==> config.mk <==
export PLATFORM = sky130hd
export DESIGN_NAME = rls_controller
export DESIGN_NICKNAME = d
export VERILOG_FILES = /design/src/hw/rtl/rls_pkg.sv /design/src/hw/rtl/rls_controller.sv
export SDC_FILE = /design/constraint.sdc
export NUM_CORES = 1
export LEC_CHECK = 0
export BUFFER_PORTS_ARGS = -buffer_cell sky130_fd_sc_hd__buf_2
export CAP_MARGIN = 20
export CORE_MARGIN = 2
export CORE_UTILIZATION = 40
export CTS_CLUSTER_DIAMETER = 100
export DETAILED_ROUTE_END_ITERATION = 10
export PLACE_DENSITY = 0.76
export SYNTH_ARGS = -nofsm -noshare
export SYNTH_HDL_FRONTEND = slang
export SYNTH_SLANG_ARGS = --single-unit
==> constraint.sdc <==
create_clock -name clk -period 1.6 [get_ports clk]
set_clock_uncertainty 0.2 [all_clocks]
set_input_delay 0.08 -clock clk [delete_from_list [all_inputs] [get_ports clk]]
set_output_delay 0.08 -clock clk [all_outputs]
set_load 0.005 [all_outputs]
==> src/hw/rtl/rls_pkg.sv <==
package rls_pkg;

    localparam int MAX_LEDS     = 1024;
    localparam int ADDR_W       = $clog2(MAX_LEDS);
    localparam int LED_CNT_W    = 11;
    localparam int TIMING_W     = 16;
    localparam int COLOR_W      = 8;
    localparam int COLORS       = 3;
    localparam int PIXEL_W      = COLOR_W * COLORS;
    localparam int BIT_PTR_W    = $clog2(PIXEL_W);
    localparam int CMD_W        = 3;
    localparam int STATUS_W     = 2;
    localparam int CFG_IDX_W    = 3;
    localparam int CFG_DATA_W   = TIMING_W;

    typedef enum logic [CMD_W-1:0] {
        CMD_TICK     = 3'd0,
        CMD_SET      = 3'd1,
        CMD_SET_SHOW = 3'd2,
        CMD_SHOW     = 3'd3,
        CMD_CLEAR    = 3'd4
    } rls_cmd_code_t;

    typedef enum logic [STATUS_W-1:0] {
        STAT_OK    = 2'd0,
        STAT_RANGE = 2'd1,
        STAT_BUSY  = 2'd2
    } rls_status_t;

    typedef enum logic [CFG_IDX_W-1:0] {
        REG_LED_COUNT  = 3'd0,
        REG_ZERO_HIGH  = 3'd1,
        REG_ONE_HIGH   = 3'd2,
        REG_BIT_PERIOD = 3'd3,
        REG_LATCH_LOW  = 3'd4
    } rls_reg_t;

    typedef enum logic [1:0] {
        PH_INIT,
        PH_IDLE,
        PH_LATCH,
        PH_DATA
    } rls_state_t;

    // Controller to datapath
    typedef struct packed {
        logic store_write;
        logic start;
        logic clr_frame;
        logic cnt_inc;
        logic cnt_clr;
        logic shift;
        logic bit_inc;
        logic bit_clr;
        logic pix_inc;
        logic pix_clr;
        logic load;
        logic clearing_clr;
        logic init_write;
        logic rd_next;
    } rls_cmd_t;

    // Datapath to controller
    typedef struct packed {
        logic idx_ok;
        logic latch_end;
        logic bit_end;
        logic last_bit;
        logic last_pixel;
        logic empty;
        logic line;
        logic init_last;
    } rls_stat_t;

endpackage

==> src/hw/rtl/rls_controller.sv <==
module rls_controller (
    input  logic                          clk,
    input  logic                          rst_n,
    input  logic                          in_valid,
    output logic                          in_ready,
    input  logic [rls_pkg::CMD_W-1:0]     command,
    output logic                          out_valid,
    input  logic                          out_ready,
    output logic                          line_level,
    output logic [rls_pkg::STATUS_W-1:0]  status,
    output logic                          sending,
    output logic                          frame_done,
    input  rls_pkg::rls_stat_t            stat,
    output rls_pkg::rls_cmd_t             cmd
);
    import rls_pkg::*;

    rls_state_t           state_reg, state_next;
    logic                 out_valid_reg, out_valid_next;
    logic                 line_reg;
    logic [STATUS_W-1:0]  status_reg;
    logic                 sending_reg;
    logic                 done_reg;

    logic                 fire;
    logic                 real_cmd;
    logic                 line_now;
    rls_status_t          status_now;
    logic                 done_now;

    assign in_ready = (state_reg != PH_INIT) && (!out_valid_reg || out_ready);
    assign fire     = in_valid && in_ready;
    assign real_cmd = (command == CMD_SET) || (command == CMD_SET_SHOW) ||
                      (command == CMD_SHOW) || (command == CMD_CLEAR);

    always_comb
    begin
        state_next = state_reg;
        cmd        = '0;
        line_now   = 1'b0;
        status_now = STAT_OK;
        done_now   = 1'b0;
        cmd.rd_next = (state_reg == PH_DATA);
        unique case (state_reg)
            PH_INIT:
            begin
                cmd.init_write = 1'b1;
                if (stat.init_last)
                    state_next = PH_IDLE;
            end
            PH_IDLE:
            begin
                if (fire)
                begin
                    unique case (command)
                        CMD_SET, CMD_SET_SHOW:
                        begin
                            if (stat.idx_ok)
                            begin
                                cmd.store_write = 1'b1;
                                if (command == CMD_SET_SHOW)
                                begin
                                    cmd.start  = 1'b1;
                                    state_next = PH_LATCH;
                                end
                            end
                            else
                            begin
                                status_now = STAT_RANGE;
                            end
                        end
                        CMD_SHOW:
                        begin
                            cmd.start  = 1'b1;
                            state_next = PH_LATCH;
                        end
                        CMD_CLEAR:
                        begin
                            cmd.start     = 1'b1;
                            cmd.clr_frame = 1'b1;
                            state_next    = PH_LATCH;
                        end
                        default: ;
                    endcase
                end
            end
            PH_LATCH:
            begin
                if (fire)
                begin
                    if (real_cmd)
                        status_now = STAT_BUSY;
                    cmd.cnt_inc = 1'b1;
                    if (stat.latch_end)
                    begin
                        cmd.pix_clr = 1'b1;
                        cmd.cnt_clr = 1'b1;
                        if (stat.empty)
                        begin
                            cmd.clearing_clr = 1'b1;
                            done_now         = 1'b1;
                            state_next       = PH_IDLE;
                        end
                        else
                        begin
                            cmd.load    = 1'b1;
                            cmd.bit_clr = 1'b1;
                            state_next  = PH_DATA;
                        end
                    end
                end
            end
            PH_DATA:
            begin
                if (fire)
                begin
                    if (real_cmd)
                        status_now = STAT_BUSY;
                    line_now = stat.line;
                    if (stat.bit_end)
                    begin
                        cmd.cnt_clr = 1'b1;
                        cmd.shift   = 1'b1;
                        if (stat.last_bit)
                        begin
                            cmd.bit_clr = 1'b1;
                            cmd.pix_inc = 1'b1;
                            if (stat.last_pixel)
                            begin
                                cmd.clearing_clr = 1'b1;
                                done_now         = 1'b1;
                                state_next       = PH_IDLE;
                            end
                            else
                            begin
                                cmd.load = 1'b1;
                            end
                        end
                        else
                        begin
                            cmd.bit_inc = 1'b1;
                        end
                    end
                    else
                    begin
                        cmd.cnt_inc = 1'b1;
                    end
                end
            end
            default: ;
        endcase
    end

    always_comb
    begin
        out_valid_next = out_valid_reg;
        if (fire)
            out_valid_next = 1'b1;
        else if (out_ready)
            out_valid_next = 1'b0;
    end

    always_ff @(posedge clk or negedge rst_n)
    begin
        if (!rst_n)
        begin
            state_reg     <= PH_INIT;
            out_valid_reg <= 1'b0;
        end
        else
        begin
            state_reg     <= state_next;
            out_valid_reg <= out_valid_next;
        end
    end

    // Result payload: capture on each transaction
    always_ff @(posedge clk)
    begin
        if (fire)
        begin
            line_reg    <= line_now;
            status_reg  <= status_now;
            sending_reg <= (state_next != PH_IDLE);
            done_reg    <= done_now;
        end
    end

    assign out_valid  = out_valid_reg;
    assign line_level = line_reg;
    assign status     = status_reg;
    assign sending    = sending_reg;
    assign frame_done = done_reg;

endmodule

==> reports/qor.log, run 1 <==
[timing] slew at the pin closest to its max-slew limit 0.289 ns
[yosys] register bit total from synthesis 8
[floorplanning] Core Box Area 1280 um^2
[layout] growth of design area from synthesis to finish 65.3%
[setup_path] slowest library cell on the worst path dfrtp_1
[setup_path] cells along the critical path nand2b_2, nand2_4, or3_4, o22ai_1, buf_2
[power] cell internal pwr 629 uW
[timing] Final Hold Fails 0
[grt] antenna violations before repair 0
[clock_network] clock latency on the worst-skew pair 0.25 ns
[routing] WL/cell 11.5 um
[yosys] Synth Cell Area 548 um^2
[setup_path] Crit path largest cell delay 0.40 ns
[clock_network] H-tree levels 1
[min_path] class of the tightest hold or removal check input pin to flop
[setup_path] Worst Path Class, Setup flop to primary output
[routing] Post-route DRC 0
[grt] first-pass GRT wire length 2.00 mm
[grt] vias in the first global route 492
[timing] final number of max-transition violations 0
[routing] total wire length 1.45 mm
[power] leakage power 0.000488 uW
[power] Design Power 965 uW
[routing] antenna violation net count after detailed routing 0
[timing] setup repair after global routing missed its margin yes
[power] ratio of total power to cell area 1070 nW/um^2
[placement] Final GP Congestion 0.776
[timing] Fmax 0.572 GHz
[power] sequential group share of total power 0.352
[clock_network] clock-pin slew reported for the worst setup and hold paths after clock tree synthesis 0.05 ns
[power] Sw Pwr 336 uW
[layout] # fillers 94
[grt] global route total overflow 0
[layout] post-route design area 906 um^2
[routing] met3 wire len 92 um
[yosys] sequential fraction of the synthesis area 0.411
[routing] Metal-1 WL 591 um
[yosys] top area cells in the synthesized netlist edfxtp_1 (27%), dfrtp_1 (14%), buf_6 (4.1%)
[floorplanning] vertical die dimension 41.0 um
[power] Max IR drop VDD 0.000751 V
[floorplanning] x dimension of the die 41.0 um
[grt] All-Layer GR Usage 0.190
[yosys] top cell type by total area after synthesis edfxtp_1
[yosys] Syn Nets 75
[yosys] per-instance average area after synthesis 9.13 um^2
[clock_network] Max Root-Sink Buffers 2
[setup_path] data arrival time of the critical path 1.47 ns
[layout] share of final-layout standard cells stronger than drive strength 1 0.541
[routing] ratio of routed vias to standard cells 4.88
[layout] fin nets 127
[layout] fin util 0.705
[power] fraction of power spent switching nets 0.348
[timing] share of the cycle needed by the critical path after routing 1.09
[yosys] number of instances in the synthesized netlist 60
[floorplanning] num rows 13
[routing] via total after detailed routing 615
[placement] # port buffers 35
[routing] Starting DRT DRC Count 13
[run_status] run status finished, violations left
[routing] uppermost metal layer occupied by signal nets met4
[power] share of total power in combinational logic 0.473
[grt] largest net degree at the start of global routing 13
[timing] headroom to the max-slew limit 0.806
[clock_network] root buf cell clkbuf_4
[setup_path] crit-path max FO 4
[timing] final setup vio count 10
[timing] shortest clock period the worst path allows after layout 1.75 ns
[floorplanning] count of pins on the block boundary 36
[yosys] number of warnings issued by yosys 0
[layout] Antenna Cells 0
[clock_network] CTS tree done
[floorplanning] Initial Utilization 0.426
[routing] router iterations before antenna repair 4
[timing] minimum setup slack in the final design -0.149 ns
[floorplanning] die area 1680 um^2
[clock_network] clock net sink count 8
[setup_path] Req. time, crit path 1.32 ns
[setup_path] crit end category primary output
[job] count of max-cap constraint violations 0
[routing] Detail Route met2 WL 758 um
[run_status] violated checks setup timing
[placement] Post-Place Cell Area 727 um^2
[placement] Post-DP HPWL 1.01 mm
[clock_network] total clock buffers created by CTS 3
[yosys] number of distinct library cells after synthesis 32
[power] share of total power in the clock network 0.175
[setup_path] critical path startpoint category flop
[placement] setup slack after placement 0.0816 ns
[yosys] post-synth top area share 0.274
[per-stage QoR]
stage	hold slack [ns]	TNS, ns	std cells
5_1_grt	0.0614	-1.47	126
4_1_cts	0.0309	-0.804	121
3_3_place_gp	-0.322	0	109
2_1_floorplan	-0.416	0	60
6_report	0.0366	-0.600	126
3_5_place_dp	-0.322	0	109
[layer usage]
| metal | global-route usage | up-vias |
|---|---|---|
| li1 | - | 310 |
| met1 | 0.219 | 282 |
| met2 | 0.305 | 20 |
| met3 | 0.0815 | 3 |
| met4 | 0.0750 | 0 |
| met5 | 0 | - |
[worst max-delay path: cells and delay by family (launching register included)]
kind / cells / cell delay (ns)
compound gates: 1 / 0.13
buf+inv: 1 / 0.13
flops: 1 / 0.40
simple gates: 3 / 0.55
[cell usage in the layout (no fill, tap or decap), types with 2 or more instances in the layout]
| master | instances |
|---|---|
| and3_1 | 3 |
| and2_1 | 2 |
| buf_6 | 3 |
| nand2b_2 | 2 |
| nand2_2 | 2 |
| buf_2 | 33 |
| inv_2 | 2 |
| buf_4 | 6 |
| edfxtp_1 | 5 |
| dfrtp_2 | 2 |
| clkbuf_4 | 3 |
| o21ai_0 | 2 |
| nor2_1 | 6 |
| nand2_1 | 5 |
| o21ai_1 | 3 |
| dlygate4sd3_1 | 6 |
| inv_1 | 3 |
[what timing repair did]
action | in CTS | in global routing
hold buffers | 6 | 0
pin swaps | 2 | 4
setup endpoints to repair | 8 | 12
cloned | 0 | 0
gates resized for setup | 5 | 7
setup buffers | 2 | 5
endpoints found under the hold margin | 7 | 0
[worst paths after layout]
check,start,depth (start not counted),endpoint,slack [ns]
worst max register to register,out_valid,6,sending,0.13
max in group asynchronous,rst_n,3,state_reg[1],0.55
worst max-delay path,out_valid,5,cmd[3],-0.15
worst min register to register,state_reg[0],1,state_reg[0],0.45
min in group asynchronous,rst_n,3,out_valid,0.49
worst min-delay path,stat[0],3,state_reg[0],0.04
[logic make-up (layout without fill, tap and decap cells)]
group | count (synthesis) | count (layout) | share of synthesized area
AOI/OAI and AO/OA | 12 | 12 | 0.144
xor gates and xnor gates | 1 | 1 | 0.0160
buffers and inverters | 7 | 58 | 0.0753
DFF | 8 | 8 | 0.411
and+or+nand+nor | 32 | 32 | 0.354
[Yosys cell counts]
| master | instances |
|---|---|
| nor4_1 | 1 |
| and2_1 | 2 |
| nand2_1 | 6 |
| nand2_2 | 1 |
| nand2b_1 | 1 |
| and3_1 | 3 |
| nor2b_1 | 1 |
| or3b_1 | 1 |
| edfxtp_1 | 5 |
| nand2b_2 | 1 |
| a21oi_1 | 1 |
| nor2_4 | 1 |
| nor2_1 | 6 |
| buf_6 | 2 |
| o21ai_1 | 2 |
| o22ai_1 | 1 |
| inv_1 | 5 |
| and2b_4 | 1 |
| a21bo_2 | 1 |
| a21boi_0 | 1 |
| nand3_2 | 1 |
| o21ai_0 | 3 |
| xnor2_1 | 1 |
| or3_4 | 1 |
| o21bai_1 | 1 |
| nand3_1 | 1 |
| dfrtp_1 | 3 |
| nand4_1 | 1 |
| nor3_1 | 2 |
| nand2_4 | 1 |
| a211o_1 | 1 |
| o31a_1 | 1 |
[final cells by class]
| class | instances | area (um^2) | share of cell area |
|---|---|---|---|
| repair buffers | 49 | 317 | 0.349 |
| flip-flops and latches | 8 | 228 | 0.251 |
| clock buffers | 4 | 26.3 | 0.0290 |
| well taps | 15 | 18.8 | 0.0207 |
| inverters | 5 | 18.8 | 0.0207 |
| multi-input cells | 45 | 298 | 0.329 |
[power by group through the flow]
stage | Sequential (uW) | Combinational (uW) | Clock, uW
floorplan | 314 | 262 | 0
global placement | 344 | 318 | 0
detailed placement | 349 | 324 | 0
CTS | 347 | 354 | 175
global route | 351 | 504 | 192
finish | 339 | 457 | 169
No activity file was read; power rests on OpenSTA's default activity.
==> inputs of run 2 (changes only) <==
==> constraint.sdc (replaced) <==
create_clock -name clk -period 1.64 [get_ports clk]
set_clock_uncertainty 0.2 [all_clocks]
set_input_delay 0.164 -clock clk [delete_from_list [all_inputs] [get_ports clk]]
set_output_delay 0.164 -clock clk [all_outputs]
set_load 0.005 [all_outputs]
==> reports/qor.log, run 2 (synthesized netlist as in run 1, its figures left out) <==
[run_status] run status finished, violations left
[run_status] violated checks setup timing
[layout] fin nets 119
[placement] Post-DP HPWL 1.11 mm
[timing] headroom to the max-slew limit 0.712
[power] share of total power in combinational logic 0.439
[timing] Final Hold Fails 0
[clock_network] clock latency on the worst-skew pair 0.26 ns
[clock_network] H-tree levels 1
[layout] sequential cell area in the final layout 228 um^2
[layout] # fillers 117
[routing] router iterations before antenna repair 8
[setup_path] reg-to-reg setup timing slack 0.15 ns
[job] count of max-cap constraint violations 0
[setup_path] data arrival time of the critical path 1.46 ns
[placement] # port buffers 35
[routing] WL/cell 12.5 um
[routing] Post-route DRC 0
[floorplanning] vertical die dimension 41.0 um
[routing] total wire length 1.48 mm
[timing] final-layout worst hold slack 0.0151 ns
[layout] growth of design area from synthesis to finish 50.7%
[grt] global route total overflow 0
[clock_network] clock-pin slew reported for the worst setup and hold paths after clock tree synthesis 0.05 ns
[power] Sw Pwr 323 uW
[setup_path] Req. time, crit path 1.28 ns
[floorplanning] count of pins on the block boundary 36
[clock_network] Max Root-Sink Buffers 2
[power] Max IR drop VDD 0.000916 V
[clock_network] clock net sink count 8
[routing] ratio of routed vias to standard cells 5.14
[floorplanning] Core Box Area 1280 um^2
[grt] first-pass GRT wire length 2.13 mm
[power] share of total power in the clock network 0.183
[routing] Starting DRT DRC Count 15
[timing] total negative slack for setup checks -1.23 ns
[grt] All-Layer GR Usage 0.201
[setup_path] critical path startpoint category flop
[min_path] class of the tightest hold or removal check input pin to flop
[timing] minimum setup slack in the final design -0.186 ns
[clock_network] CTS tree done
[power] ratio of total power to cell area 1080 nW/um^2
[floorplanning] x dimension of the die 41.0 um
[grt] largest net degree at the start of global routing 13
[setup_path] crit-path max FO 4
[timing] final number of max-transition violations 0
[layout] share of final-layout standard cells stronger than drive strength 1 0.553
[power] leakage power 0.000445 uW
[power] fraction of power spent switching nets 0.360
[power] cell internal pwr 573 uW
[clock_network] total clock buffers created by CTS 3
[timing] Fmax 0.548 GHz
[layout] multi-input combinational cell area 295 um^2
[layout] leading cell types in the layout, fill and taps excluded buf_2 (33), nor2_1 (6), nand2_1 (5), edfxtp_1 (5), buf_4 (4)
[layout] post-route design area 826 um^2
[grt] antenna violations before repair 0
[routing] antenna violation net count after detailed routing 0
[setup_path] Worst Path Class, Setup flop to primary output
[floorplanning] Initial Utilization 0.426
[floorplanning] num rows 13
[timing] setup repair after global routing missed its margin yes
[clock_network] root buf cell clkbuf_4
[power] Design Power 895 uW
[power] sequential group share of total power 0.377
[timing] shortest clock period the worst path allows after layout 1.83 ns
[layout] Antenna Cells 0
[placement] Final GP Congestion 0.805
[timing] final setup vio count 11
[setup_path] crit end category primary output
[routing] via total after detailed routing 606
[placement] Post-Place Cell Area 719 um^2
[layout] most frequent standard cell in the layout excluding fill and tap cells buf_2
[timing] share of the cycle needed by the critical path after routing 1.11
[grt] vias in the first global route 517
[timing] slew at the pin closest to its max-slew limit 0.431 ns
[floorplanning] die area 1680 um^2
run 2: cell types whose count changed in the layout (fill, tap and decap cells not counted):
cell	change
buf_4	-2
dlymetal6s2s_1	-1
o21ai_1	-1
nand2b_1	+1
nand2b_2	-1
dlygate4sd3_1	-5
o21ai_0	+1
run 2: cell type report:
class                           count  area share
Sequential cell                     8       0.276
Clock buffer                        4      0.0318
Multi-Input combinational cell     45       0.358
Timing Repair Buffer               41       0.289
Tap cell                           15      0.0227
Inverter                            5      0.0227
run 2: what timing repair did:
item	4_1_cts	5_1_grt
hold buffers	1	0
hold endpoints to repair	3	0
setup endpoints to repair	11	11
setup buffers	4	3
gates resized for setup	5	5
pin swaps	2	1
run 2: power groups by stage:
| stage | Sequential (uW) | Combinational, uW | Clock [uW] |
|---|---|---|---|
| CTS | 344 | 338 | 167 |
| floorplan | 307 | 256 | 0 |
| global route | 348 | 433 | 182 |
| detailed placement | 344 | 316 | 0 |
| finish | 338 | 393 | 164 |
| global placement | 338 | 310 | 0 |
run 2: worst paths after layout:
check                          start            to  cells past startpoint
setup / recovery           out_valid        cmd[3]                      5
hold / removal               stat[7]     status[0]                      2
setup reg to reg           out_valid       sending                      5
hold reg to reg            out_valid     out_valid                      2
max in group asynchronous      rst_n  state_reg[1]                      2
min in group asynchronous      rst_n  state_reg[0]                      2
run 2: metal layers:
layer / part of all wire / GRT usage / vias to the layer above
li1: - / - / 295
met1: 0.37 / 0.228 / 282
met2: 0.55 / 0.332 / 26
met3: 0.070 / 0.0978 / 3
met4: 0.0095 / 0.0500 / 0
met5: 0 / 0 / -
run 2: per-stage QoR:
stage                     std cells   util  worst slack (ns)
after floorplan                  60      -             0.181
after global placement          108  0.560            0.0621
after detailed placement        108  0.560         0.0000790
after CTS                       116  0.614            -0.201
after global routing            118  0.643            -0.281
final                           118  0.643            -0.186
run 2: worst max-delay path: stages, from the launching register on:
cell	delay, ns
dfrtp_1	0.40
nand2b_2	0.10
nand2_4	0.06
or3_4	0.38
o22ai_1	0.13
buf_2	0.13
